`src/rtl/kb_pkg.sv`:
```
package kb_pkg;

  // Modulus of every term.
  localparam int unsigned TermMod = 1000007;

  // Field widths.
  localparam int TermW  = 20;
  localparam int OrderW = 7;
  localparam int IndexW = 32;

  // The modular adder works two bits above a term.
  localparam int SumW = TermW + 2;
  localparam logic [SumW-1:0] TermModW = SumW'(TermMod);

  typedef logic [TermW-1:0]  term_t;
  typedef logic [OrderW-1:0] order_t;
  typedef logic [IndexW-1:0] index_t;

endpackage

```
`src/rtl/kb_ring.sv`:
```
module kb_ring #(
  parameter int DEPTH = 64,
  parameter int AW    = 6
) (
  input  logic            clk,
  input  logic            we,
  input  logic [AW-1:0]   waddr,
  input  kb_pkg::term_t   wdata,
  input  logic [AW-1:0]   raddr,
  output kb_pkg::term_t   rdata
);
  import kb_pkg::*;

  term_t mem [DEPTH];

  // One write port and one registered read port.
  always_ff @(posedge clk) begin
    if (we) begin
      mem[waddr] <= wdata;
    end
    rdata <= mem[raddr];
  end

endmodule

```
`src/rtl/kb_mod_unit.sv`:
```
module kb_mod_unit (
  input  kb_pkg::term_t a,
  input  kb_pkg::term_t b,
  input  kb_pkg::term_t c,
  output kb_pkg::term_t y
);
  import kb_pkg::*;

  logic [SumW-1:0] raw;
  logic [SumW-1:0] once;

  // Computes (a + b - c) mod TermMod for operands already below the modulus.
  // Adding the modulus first keeps the value positive; it then lies below
  // three times the modulus, so two conditional subtracts finish the job.
  always_comb begin
    raw  = SumW'(a) + SumW'(b) + TermModW - SumW'(c);
    once = (raw >= TermModW) ? raw - TermModW : raw;
    y    = (once >= TermModW) ? TermW'(once - TermModW) : TermW'(once);
  end

endmodule

```
`src/rtl/k_bonacci_term_mod.sv`:
```
// k-bonacci term generator, modulo 1000007.
// Input channel (in_valid / in_stall) carries a query: order k and a
// one-based term_index n. A transfer takes place when in_valid is high and
// in_stall is low. Terms 1..k are 0..k-1; each later term is the sum of the
// k terms before it. Queries with k below 2, k above MAX_ORDER or n equal to
// 0 are dropped and produce nothing.
// Output channel (out_valid / out_stall) carries one term_value per query.
// When n <= k the term goes straight to hand-off; otherwise the block loads
// the window ring, then generates the n - k later terms (one per cycle
// through the shared modular adder and the ring memory's single read port),
// then hands the result off. The block takes one query at a time and holds
// in_stall high from the transfer until the result is loaded into the
// output register, so it may accept the next query while that result waits.
// A stalled result holds its value in the output register until taken.
// Reset (rst, synchronous) clears the sequencer and the output valid; the
// ring needs no clearing because each query loads it before reading it.
module k_bonacci_term_mod #(
  parameter int MAX_ORDER = 64
) (
  input  logic           clk,
  input  logic           rst,
  input  logic           in_valid,
  output logic           in_stall,
  input  kb_pkg::order_t order,
  input  kb_pkg::index_t term_index,
  output logic           out_valid,
  input  logic           out_stall,
  output kb_pkg::term_t  term_value
);
  import kb_pkg::*;

  localparam int PtrW = (MAX_ORDER > 1) ? $clog2(MAX_ORDER) : 1;

  localparam logic [1:0] ST_IDLE = 2'd0;
  localparam logic [1:0] ST_FILL = 2'd1;
  localparam logic [1:0] ST_STEP = 2'd2;
  localparam logic [1:0] ST_DONE = 2'd3;

  logic [1:0]      state;
  logic [PtrW-1:0] ptr;
  logic [PtrW-1:0] ptr_next;
  order_t          order_last;
  index_t          steps_left;
  term_t           window_sum;
  term_t           result;

  logic  accept;
  logic  query_ok;
  logic  early;
  logic  ptr_wrap;
  logic  out_free;
  logic  ring_we;
  term_t ring_wdata;
  term_t oldest;
  term_t unit_b;
  term_t unit_c;
  term_t unit_y;

  // Input handshake and query screening.
  assign in_stall = (state != ST_IDLE);
  assign accept   = in_valid && !in_stall;
  assign query_ok = (order >= order_t'(2)) && (32'(order) <= 32'(MAX_ORDER)) &&
                    (term_index != '0);
  assign early    = (term_index <= IndexW'(order));

  // The ring pointer walks 0..k-1 and wraps.
  assign ptr_wrap = (32'(ptr) == 32'(order_last));
  assign ptr_next = ptr_wrap ? '0 : ptr + PtrW'(1);

  // The output register is free when empty or when its result leaves now.
  assign out_free = !out_valid || !out_stall;

  // While loading, the ring takes 0..k-1 and the sum accumulates them.
  // While stepping, the new term is the current sum; it replaces the oldest
  // term and the sum becomes sum + new - oldest.
  assign ring_we    = (state == ST_FILL) || (state == ST_STEP);
  assign ring_wdata = (state == ST_STEP) ? window_sum : TermW'(ptr);
  assign unit_b     = (state == ST_STEP) ? window_sum : TermW'(ptr);
  assign unit_c     = (state == ST_STEP) ? oldest : '0;

  kb_mod_unit u_mod (
    .a (window_sum),
    .b (unit_b),
    .c (unit_c),
    .y (unit_y)
  );

  // The read address runs one entry ahead so the oldest term is ready.
  kb_ring #(
    .DEPTH (MAX_ORDER),
    .AW    (PtrW)
  ) u_ring (
    .clk   (clk),
    .we    (ring_we),
    .waddr (ptr),
    .wdata (ring_wdata),
    .raddr (ptr_next),
    .rdata (oldest)
  );

  // Sequencer.
  always_ff @(posedge clk) begin
    if (rst) begin
      state      <= ST_IDLE;
      ptr        <= '0;
      window_sum <= '0;
      steps_left <= '0;
    end else begin
      case (state)
        ST_IDLE: begin
          if (accept && query_ok) begin
            order_last <= order - order_t'(1);
            ptr        <= '0;
            window_sum <= '0;
            if (early) begin
              result <= TermW'(term_index - index_t'(1));
              state  <= ST_DONE;
            end else begin
              steps_left <= term_index - IndexW'(order);
              state      <= ST_FILL;
            end
          end
        end
        ST_FILL: begin
          window_sum <= unit_y;
          ptr        <= ptr_next;
          if (ptr_wrap) begin
            state <= ST_STEP;
          end
        end
        ST_STEP: begin
          window_sum <= unit_y;
          ptr        <= ptr_next;
          steps_left <= steps_left - index_t'(1);
          if (steps_left == index_t'(1)) begin
            result <= window_sum;
            state  <= ST_DONE;
          end
        end
        ST_DONE: begin
          if (out_free) begin
            state <= ST_IDLE;
          end
        end
        default: begin
          state <= ST_IDLE;
        end
      endcase
    end
  end

  // Output register.
  always_ff @(posedge clk) begin
    if (rst) begin
      out_valid <= 1'b0;
    end else begin
      if (out_valid && !out_stall) begin
        out_valid <= 1'b0;
      end
      if ((state == ST_DONE) && out_free) begin
        out_valid  <= 1'b1;
        term_value <= result;
      end
    end
  end

endmodule

```
`config.mk`:
```
export PLATFORM = sky130hd
export DESIGN_NAME = k_bonacci_term_mod
export DESIGN_NICKNAME = d
export VERILOG_FILES = /design/src/rtl/kb_pkg.sv /design/src/rtl/kb_ring.sv /design/src/rtl/kb_mod_unit.sv /design/src/rtl/k_bonacci_term_mod.sv
export SDC_FILE = /design/constraint.sdc
export NUM_CORES = 2
export LEC_CHECK = 0
export BUFFER_PORTS_ARGS = -buffer_cell sky130_fd_sc_hd__buf_2
export CAP_MARGIN = 5
export CORE_MARGIN = 4
export CORE_UTILIZATION = 42
export CTS_CLUSTER_SIZE = 40
export DETAILED_ROUTE_END_ITERATION = 12
export PLACE_DENSITY = 0.55
export SLEW_MARGIN = 20
export SYNTH_ARGS = -nofsm -noshare
export SYNTH_HDL_FRONTEND = slang
export SYNTH_SLANG_ARGS = --single-unit
```
`constraint.sdc`:
```
create_clock -name clk -period 11.2 [get_ports clk]
set_input_delay 1.68 -clock clk [delete_from_list [all_inputs] [get_ports clk]]
set_output_delay 1.68 -clock clk [all_outputs]
set_load 0.1 [all_outputs]
```
== Word-level counts from Yosys, hierarchy flattened ==
Memories as Yosys holds them, arrays and structs flattened. A register that Yosys moved wholly into a read port is not among the register bits.
Cells that the tools add are included.

* Output and inout bits: 22
* Input bits: 43
* Word-level logic and storage cells: 86
* Register bits after elaboration: 108
* Bits in writable memories: 1,280
* Memories kept: 1

{| class="wikitable"
|+ Memories
! memory !! words !! width !! read ports !! clocked after Yosys merged registers in !! wr ports !! line !! text
|-
| u_ring.mem || 64 || 20 || 1 || 1 || 1 || kb_ring.sv:14 || <nowiki>term_t mem [DEPTH];</nowiki>
|}

* Add/subtract/negate cells: 10
* Muxes and demuxes: 26
* Order comparisons: 5
* Equal/unequal tests: 11
* Bitwise operators: 1
* Reduce and logical (&&, ||, !) cells: 24

{| class="wikitable"
|+ Operators with widths
! kind !! number
|-
| two-way mux 20 bit || 7
|-
| case mux 20 bit (2 select lines) || 2
|-
| two-way mux 32 bit || 2
|-
| case mux 32 bit (2 select lines) || 1
|-
| greater-or-equal comparator 22 x 20 -> 1 bit (second input constant) || 2
|-
| equality test 32 x 1 -> 1 bit (second input constant) || 1
|-
| less-or-equal comparator 32 x 7 -> 1 bit || 1
|-
| nonzero test 32 bit || 1
|-
| subtractor 32 x 1 -> 32 bit (second input constant) || 1
|-
| subtractor 32 x 7 -> 32 bit || 1
|-
| adder 22 x 20 -> 22 bit (second input constant) || 1
|-
| two-way mux 22 bit || 1
|-
| subtractor 22 x 20 -> 22 bit || 1
|-
| subtractor 22 x 20 -> 22 bit (second input constant) || 1
|-
| adder 20 x 20 -> 21 bit || 1
|-
| subtractor 20 x 1 -> 20 bit (second input constant) || 1
|-
| subtractor 20 bit (second input constant) || 1
|-
| two-way mux 6 bit || 2
|-
| case mux 6 bit (2 select lines) || 1
|-
| two-way mux 2 bit || 5
|-
| inequality test 2 bit (second input constant) || 5
|-
| case mux 2 bit (4 select lines) || 1
|-
| nonzero test 2 bit || 4
|-
| equality test 6 x 7 -> 1 bit || 1
|-
| other kinds (18) || 32
|}

== Depth between registers and ports, before layout ==
* Depth in word-level cells: 10
* Depth in mapped cells: 44
* Depth with buffers taken out: 36

== By module ==
From an unflattened synthesis, not the netlist that was laid out.

* Cells, all modules: 3,479
* Area total of the unflattened synthesis: 59,766.1 sq um

{| class="wikitable"
|+ By module, submodules not included
! module !! instances !! seq. area each (sq um) !! cells an instance !! area an instance (sq um)
|-
| kb_ring || 1 || 38,837.2 || 2,243 || 49,495.0
|-
| k_bonacci_term_mod || 1 || 2,632.5 || 763 || 6,776.5
|-
| kb_mod_unit || 1 || 0.0 || 473 || 3,494.6
|}

== Worst setup path before layout ==
No wires, ideal clock.

* Path type: register to register
* Start: register state[0]
* End: register window_sum[5]
* Required time: 11,083 ps
* Buffers on the path: 7
* Clock period less this slack: 11,039 ps
* Arrival time: 10,922 ps
* Setup time: 117 ps
* Setup slack: 161 ps
* Stages on the path, launching flop included: 38
* Cells stage by stage: dfxtp_1 inv_1 ha_1 clkbuf_1 clkbuf_1 clkbuf_1 clkbuf_1 o21ai_0 ha_1 a21oi_1 o21bai_1 a21o_1 a21oi_1 o21bai_1 and2_1 and3_1 a211o_1 o211a_1 (+2 left out) a21oi_1 o21ai_0 or4_1 and4_1 buf_6 a211o_4 or4_4 buf_6 a31oi_4 buf_4 xnor2_1 ha_1 inv_1 o311a_1 o22ai_2 o21ai_1 or3_1 a32o_1

* Word-level cells in the longest chain between the ends: 10
* Elaborated cells between the ends (all ways): 23
* Classes of those cells: 5 x add/sub; 2 x order compare; 3 x eq/ne; 5 x mux; 8 x reduce/logical

{| class="wikitable"
|+ Ends and longest elaborated chain
! what !! line !! text
|-
| start, declared || k_bonacci_term_mod.sv:39 || <nowiki>logic [1:0] state;</nowiki>
|-
| start signal, assigned || k_bonacci_term_mod.sv:104 || <nowiki>state <= ST_IDLE;</nowiki>
|-
| start signal, assigned || k_bonacci_term_mod.sv:117 || <nowiki>state <= ST_DONE;</nowiki>
|-
| start signal, assigned || k_bonacci_term_mod.sv:120 || <nowiki>state <= ST_FILL;</nowiki>
|-
| equality test 2 bit (*) || n/a ||
|-
| two-way mux 20 bit (*) || n/a ||
|-
| net ring_wdata[2] || k_bonacci_term_mod.sv:53 || <nowiki>term_t ring_wdata;</nowiki>
|-
| adder 20 x 20 -> 21 bit (*) || kb_mod_unit.sv:16 || <nowiki>raw = SumW'(a) + SumW'(b) + TermModW - SumW'(c);</nowiki>
|-
| adder 22 x 20 -> 22 bit (*) || kb_mod_unit.sv:16 ||
|-
| subtractor 22 x 20 -> 22 bit (*) || kb_mod_unit.sv:16 ||
|-
| subtractor 22 x 20 -> 22 bit or greater-or-equal comparator 22 x 20 -> 1 bit (tied branches) || kb_mod_unit.sv:17 || <nowiki>once = (raw >= TermModW) ? raw - TermModW : raw;</nowiki>
|-
| two-way mux 22 bit (*) || kb_mod_unit.sv:17 ||
|-
| subtractor 20 bit or greater-or-equal comparator 22 x 20 -> 1 bit (tied branches) || kb_mod_unit.sv:18 || <nowiki>y = (once >= TermModW) ? TermW'(once - TermModW) : TermW'(once);</nowiki>
|-
| two-way mux 20 bit (*) || kb_mod_unit.sv:18 ||
|-
| case mux 20 bit (2 select lines) (*) || k_bonacci_term_mod.sv:109 || <nowiki>case (state)</nowiki>
|-
| end signal, assigned || k_bonacci_term_mod.sv:125 || <nowiki>window_sum <= unit_y;</nowiki>
|-
| end signal, assigned || k_bonacci_term_mod.sv:132 || <nowiki>window_sum <= unit_y;</nowiki>
|-
| end, declared || k_bonacci_term_mod.sv:44 || <nowiki>term_t window_sum;</nowiki>
|}

Mark *: on every way through the listed nets, which the timed path passes. The rest lies on a longest branch.
A chain may end at the register's enable or synchronous reset.

== Worst setup path after layout ==
Ends and elaborated chain as after synthesis.

==> flow_metrics.py <==
metrics = {
    "status": {
        "outcome": "complete, no violations",
    },
    "floorplan": {
        "die_y_um": 387,
        "core_area_um2": 142000,
        "die_x_um": 387,
        "ios": 65,
        "initial_core_util_pct": 42.5,
        "row_count": 138,
        "dieArea_um2": 150000,
    },
    "cts": {
        "cts_tree": "done",
        "clockBufferDepth": 3,
        "tritoncts.num_buffers": 153,
        "cts_resized": 0,
        "cts_sinks": 1408,
        "insertion_delay_ps": 770,
        "ctsHoldBuffers": 0,
        "cts_setup_buffers": 0,
        "h-tree-depth": 4,
        "root_buffer": "clkbuf_16",
        "cts.clk_slew.worst_paths_ps": 60,
    },
    "power_and_ir_drop": {
        "vdd_drop_max_mv": 0.296,
        "power.density_nw_per_um2": 236,
        "leakagePower_nw": 23.5,
    },
    "timing": {
        "period_share_pct": 89.1,
        "hold_ws_ps": 417,
        "timing.fmax_ghz": 0.100,
        "grt_setup_unrepaired": "false",
        "hold_viol": 0,
        "finalSetupTns_ps": 0,
        "drv_slew": 0,
        "slew_headroom_pct": 18.7,
        "skew_ps": 28.4,
        "worstMarginPinSlew_ps": 1220,
        "period_needed_ps": 9980,
        "final-setup-viol-count": 0,
    },
    "setup_path": {
        "crit_path_end_kind": "flip-flop",
        "slowest_stage": "nor4b_2",
        "r2r_start": "state[0]",
        "reg2reg_slack_ps": 1220,
        "worstPathRequired_ps": 11860,
        "cpLargestDelayFamily": "compound AO/OA/AOI/OAI gates",
        "cp_common_cell": "inv_1",
        "timing.rr.end": "window_sum[5]",
        "worstPathArrival_ps": 10640,
        "max_stage_delay_ps": 720,
        "cp_num_buf_inv": 5,
        "crit_type": "reg -> reg",
        "rr_worst_depth": 33,
        "crit_path_max_fanout": 66,
        "cp-start-kind": "flip-flop",
    },
    "cells_and_area": {
        "syn_to_final_growth_pct": 12.6,
        "instances_no_fill": 6794,
        "fillers": 12600,
        "nets": 4889,
        "seq_area_um2": 41500,
        "multi_input_area_um2": 17900,
        "drive_above_1_share_pct": 10.4,
    },
    "logic_synthesis": {
        "muxShareOfSynthArea_pct": 1.53,
        "async_flop_share_pct": 0,
        "synth_fa_ha_area_share_pct": 1.51,
        "ys_seq_area_share_pct": 68.6,
        "synth_compound_area_share_pct": 11.9,
        "netlist-cell-type-count": 88,
        "avgSynthCellArea_um2": 12.7,
        "synth_edf_count": 1327,
        "synth_xor_area_share_pct": 1.59,
        "ys.warnings.count": 0,
        "ys.flop_type": "edfxtp_1",
        "ys_ff_latch": 1408,
        "syn_inst": 4767,
        "synth_top_family_by_area": "simple AND/OR/NAND/NOR gates",
        "syn_nets": 4881,
        "netlist_area_um2": 60500,
        "synthSimpleGateAreaFrac_pct": 12.3,
    },
    "worst_hold_path": {
        "min-delay-start": "result[16]",
        "min_path_type": "reg -> reg",
        "worstHoldEndpoint": "term_value[16]",
        "hold_depth": 0,
    },
    "drt": {
        "drt_iter0_drc": 3726,
        "drc": 0,
        "ant_nets": 0,
        "wl_um": 174000,
        "post_drt_wl_per_cell_um": 25.6,
        "num_vias": 39800,
        "detail_route.vias_per_cell": 5.86,
        "drt_first_pass_iters": 5,
    },
    "global_route": {
        "antenna_found_initial": 5,
        "grt_max_degree": 148,
        "grt.total_usage_pct": 22.6,
        "grt_pass1_wl_um": 256000,
        "grt_pass1_vias": 38000,
        "grt.overflow.total": 0,
    },
    "placed_design": {
        "gp_congestion": 0.848,
        "place_hpwl_um": 98100,
        "place_inst": 6510,
        "io_buffers": 64,
    },
    "run": {
        "drv_cap": 0,
    },
}
-- worst max-delay path by stage --
stage	from	to	slack [ps]	cells past startpoint
detailed placement	state[0]	window_sum[5]	1350	33
CTS	state[0]	window_sum[5]	1310	33
finish	state[0]	window_sum[5]	1220	33
global placement	state[0]	window_sum[5]	1440	33
global route	state[0]	window_sum[5]	400	33
floorplan	state[0]	window_sum[5]	160	37
-- sequential cells by signal, indices dropped and copies added (netlist names), 6 cells and up --
register,cells
window_sum,20
u_ring.rdata,20
steps_left,32
result,20
order_last,7
u_ring.mem,1280
term_value,20
ptr,6
-- worst reg2reg max path: cells and delay by family (launching register included) --
family | cells | cell delay, ps
AOI/OAI and AO/OA | 12 | 3330
and+or+nand+nor | 9 | 2960
adders and majority gates | 5 | 1700
buffers and inverters | 5 | 1030
DFF | 1 | 320
xor gates and xnor gates | 1 | 320
muxes | 1 | 250
-- routing by layer --
layer / routed length [um] / up-vias / part of all wire (%) / track usage, %
met1: 77200 / 20000 / 44 / 32.5
li1: - / 18300 / - / -
met5: 0 / - / 0 / 0
met3: 11100 / 240 / 6.4 / 3.31
met4: 5170 / 0 / 3.0 / 7.16
met2: 80600 / 1298 / 46 / 35.6
-- synth_stat cells (all sizes together) (8+ instances only) --
cell type / count / share of area [%]
edfxtp: 1327 / 66
nand2: 800 / 5.0
clkbuf: 313 / 1.9
nand3: 200 / 1.7
o21ai: 183 / 1.5
nor2: 170 / 1.1
o22ai: 169 / 1.8
a21oi: 141 / 1.2
nor3: 114 / 0.94
a211oi: 107 / 1.3
nor2b: 98 / 1.0
and3: 94 / 0.97
a31oi: 89 / 0.95
mux2i: 89 / 1.5
a311oi: 85 / 1.2
a2111oi: 82 / 1.2
dfxtp: 81 / 2.7
o211ai: 79 / 0.98
ha: 68 / 1.4
xnor2: 65 / 0.94
inv: 63 / 0.39
xor2: 45 / 0.65
and2: 33 / 0.34
nand4: 25 / 0.26
a21o: 18 / 0.22
buf: 18 / 0.16
nand2b: 18 / 0.19
nor4: 18 / 0.19
or3: 18 / 0.19
a22oi: 15 / 0.19
o31ai: 11 / 0.14
o2111ai: 10 / 0.16
or4: 9 / 0.12
or2: 8 / 0.083
-- placed cells by master, fill, tap and decap left out, types with 44 or more instances in the layout --
cell type  netlist  layout
xnor2_1         65      64
a2111oi_0       82      82
clkbuf_16        0     156
dfxtp_1         81      80
nor3_1         114     113
buf_4            1     111
nand3_1        200     199
o22ai_1        168     167
nor2b_1         98      97
inv_1           63      60
edfxtp_1      1327    1327
o211ai_1        79      79
o21ai_0        177     173
a211oi_1       106     105
nor2_1         170     101
mux2i_1         89      89
ha_1            68      67
nand2_1        800     798
buf_2            3      64
nor2_2           0      52
a311oi_1        84      84
a21oi_1        141     141
a31oi_1         88      88
xor2_1          45      44
and3_1          94      94
-- through the flow --
step,total power [W],utilization [%],area [um2],setup slack [ps]
CTS,0.0161,47.9,68100,1310
floorplan,0.00988,-,60500,161
detailed placement,0.0113,44.5,63300,1350
global route,0.0169,47.9,68100,402
finish,0.0161,47.9,68100,1220
global placement,0.0113,44.5,63300,1440
-- kinds of logic (layout without fill, tap and decap cells) --
| family | count (synthesis) | after routing |
|---|---|---|
| AOI/OAI and AO/OA | 1060 | 1060 |
| and+or+nand+nor | 1632 | 1632 |
| xor gates and xnor gates | 110 | 110 |
| adders and majority gates | 71 | 71 |
| muxes | 92 | 92 |
| DFF | 1408 | 1408 |
| other | 0 | 6 |
| buffers and inverters | 394 | 525 |
-- layout make-up --
type / instances / share of cell area (%)
Clock buffer: 194 / 5.96
Sequential cell: 1408 / 60.9
Tap cell: 1890 / 3.47
Clock inverter: 84 / 1.05
Timing Repair Buffer: 184 / 1.95
Antenna cell: 6 / 0.0220
Inverter: 63 / 0.347
Multi-Input combinational cell: 2965 / 26.3
-- power by group --
part | internal, W | switching (W)
sequential | 0.00591 | 0.000121
combinational | 0.00162 | 0.00362
clock | 0.00276 | 0.00207
total | 0.0103 | 0.00581
(Power assumes the default switching activity.)
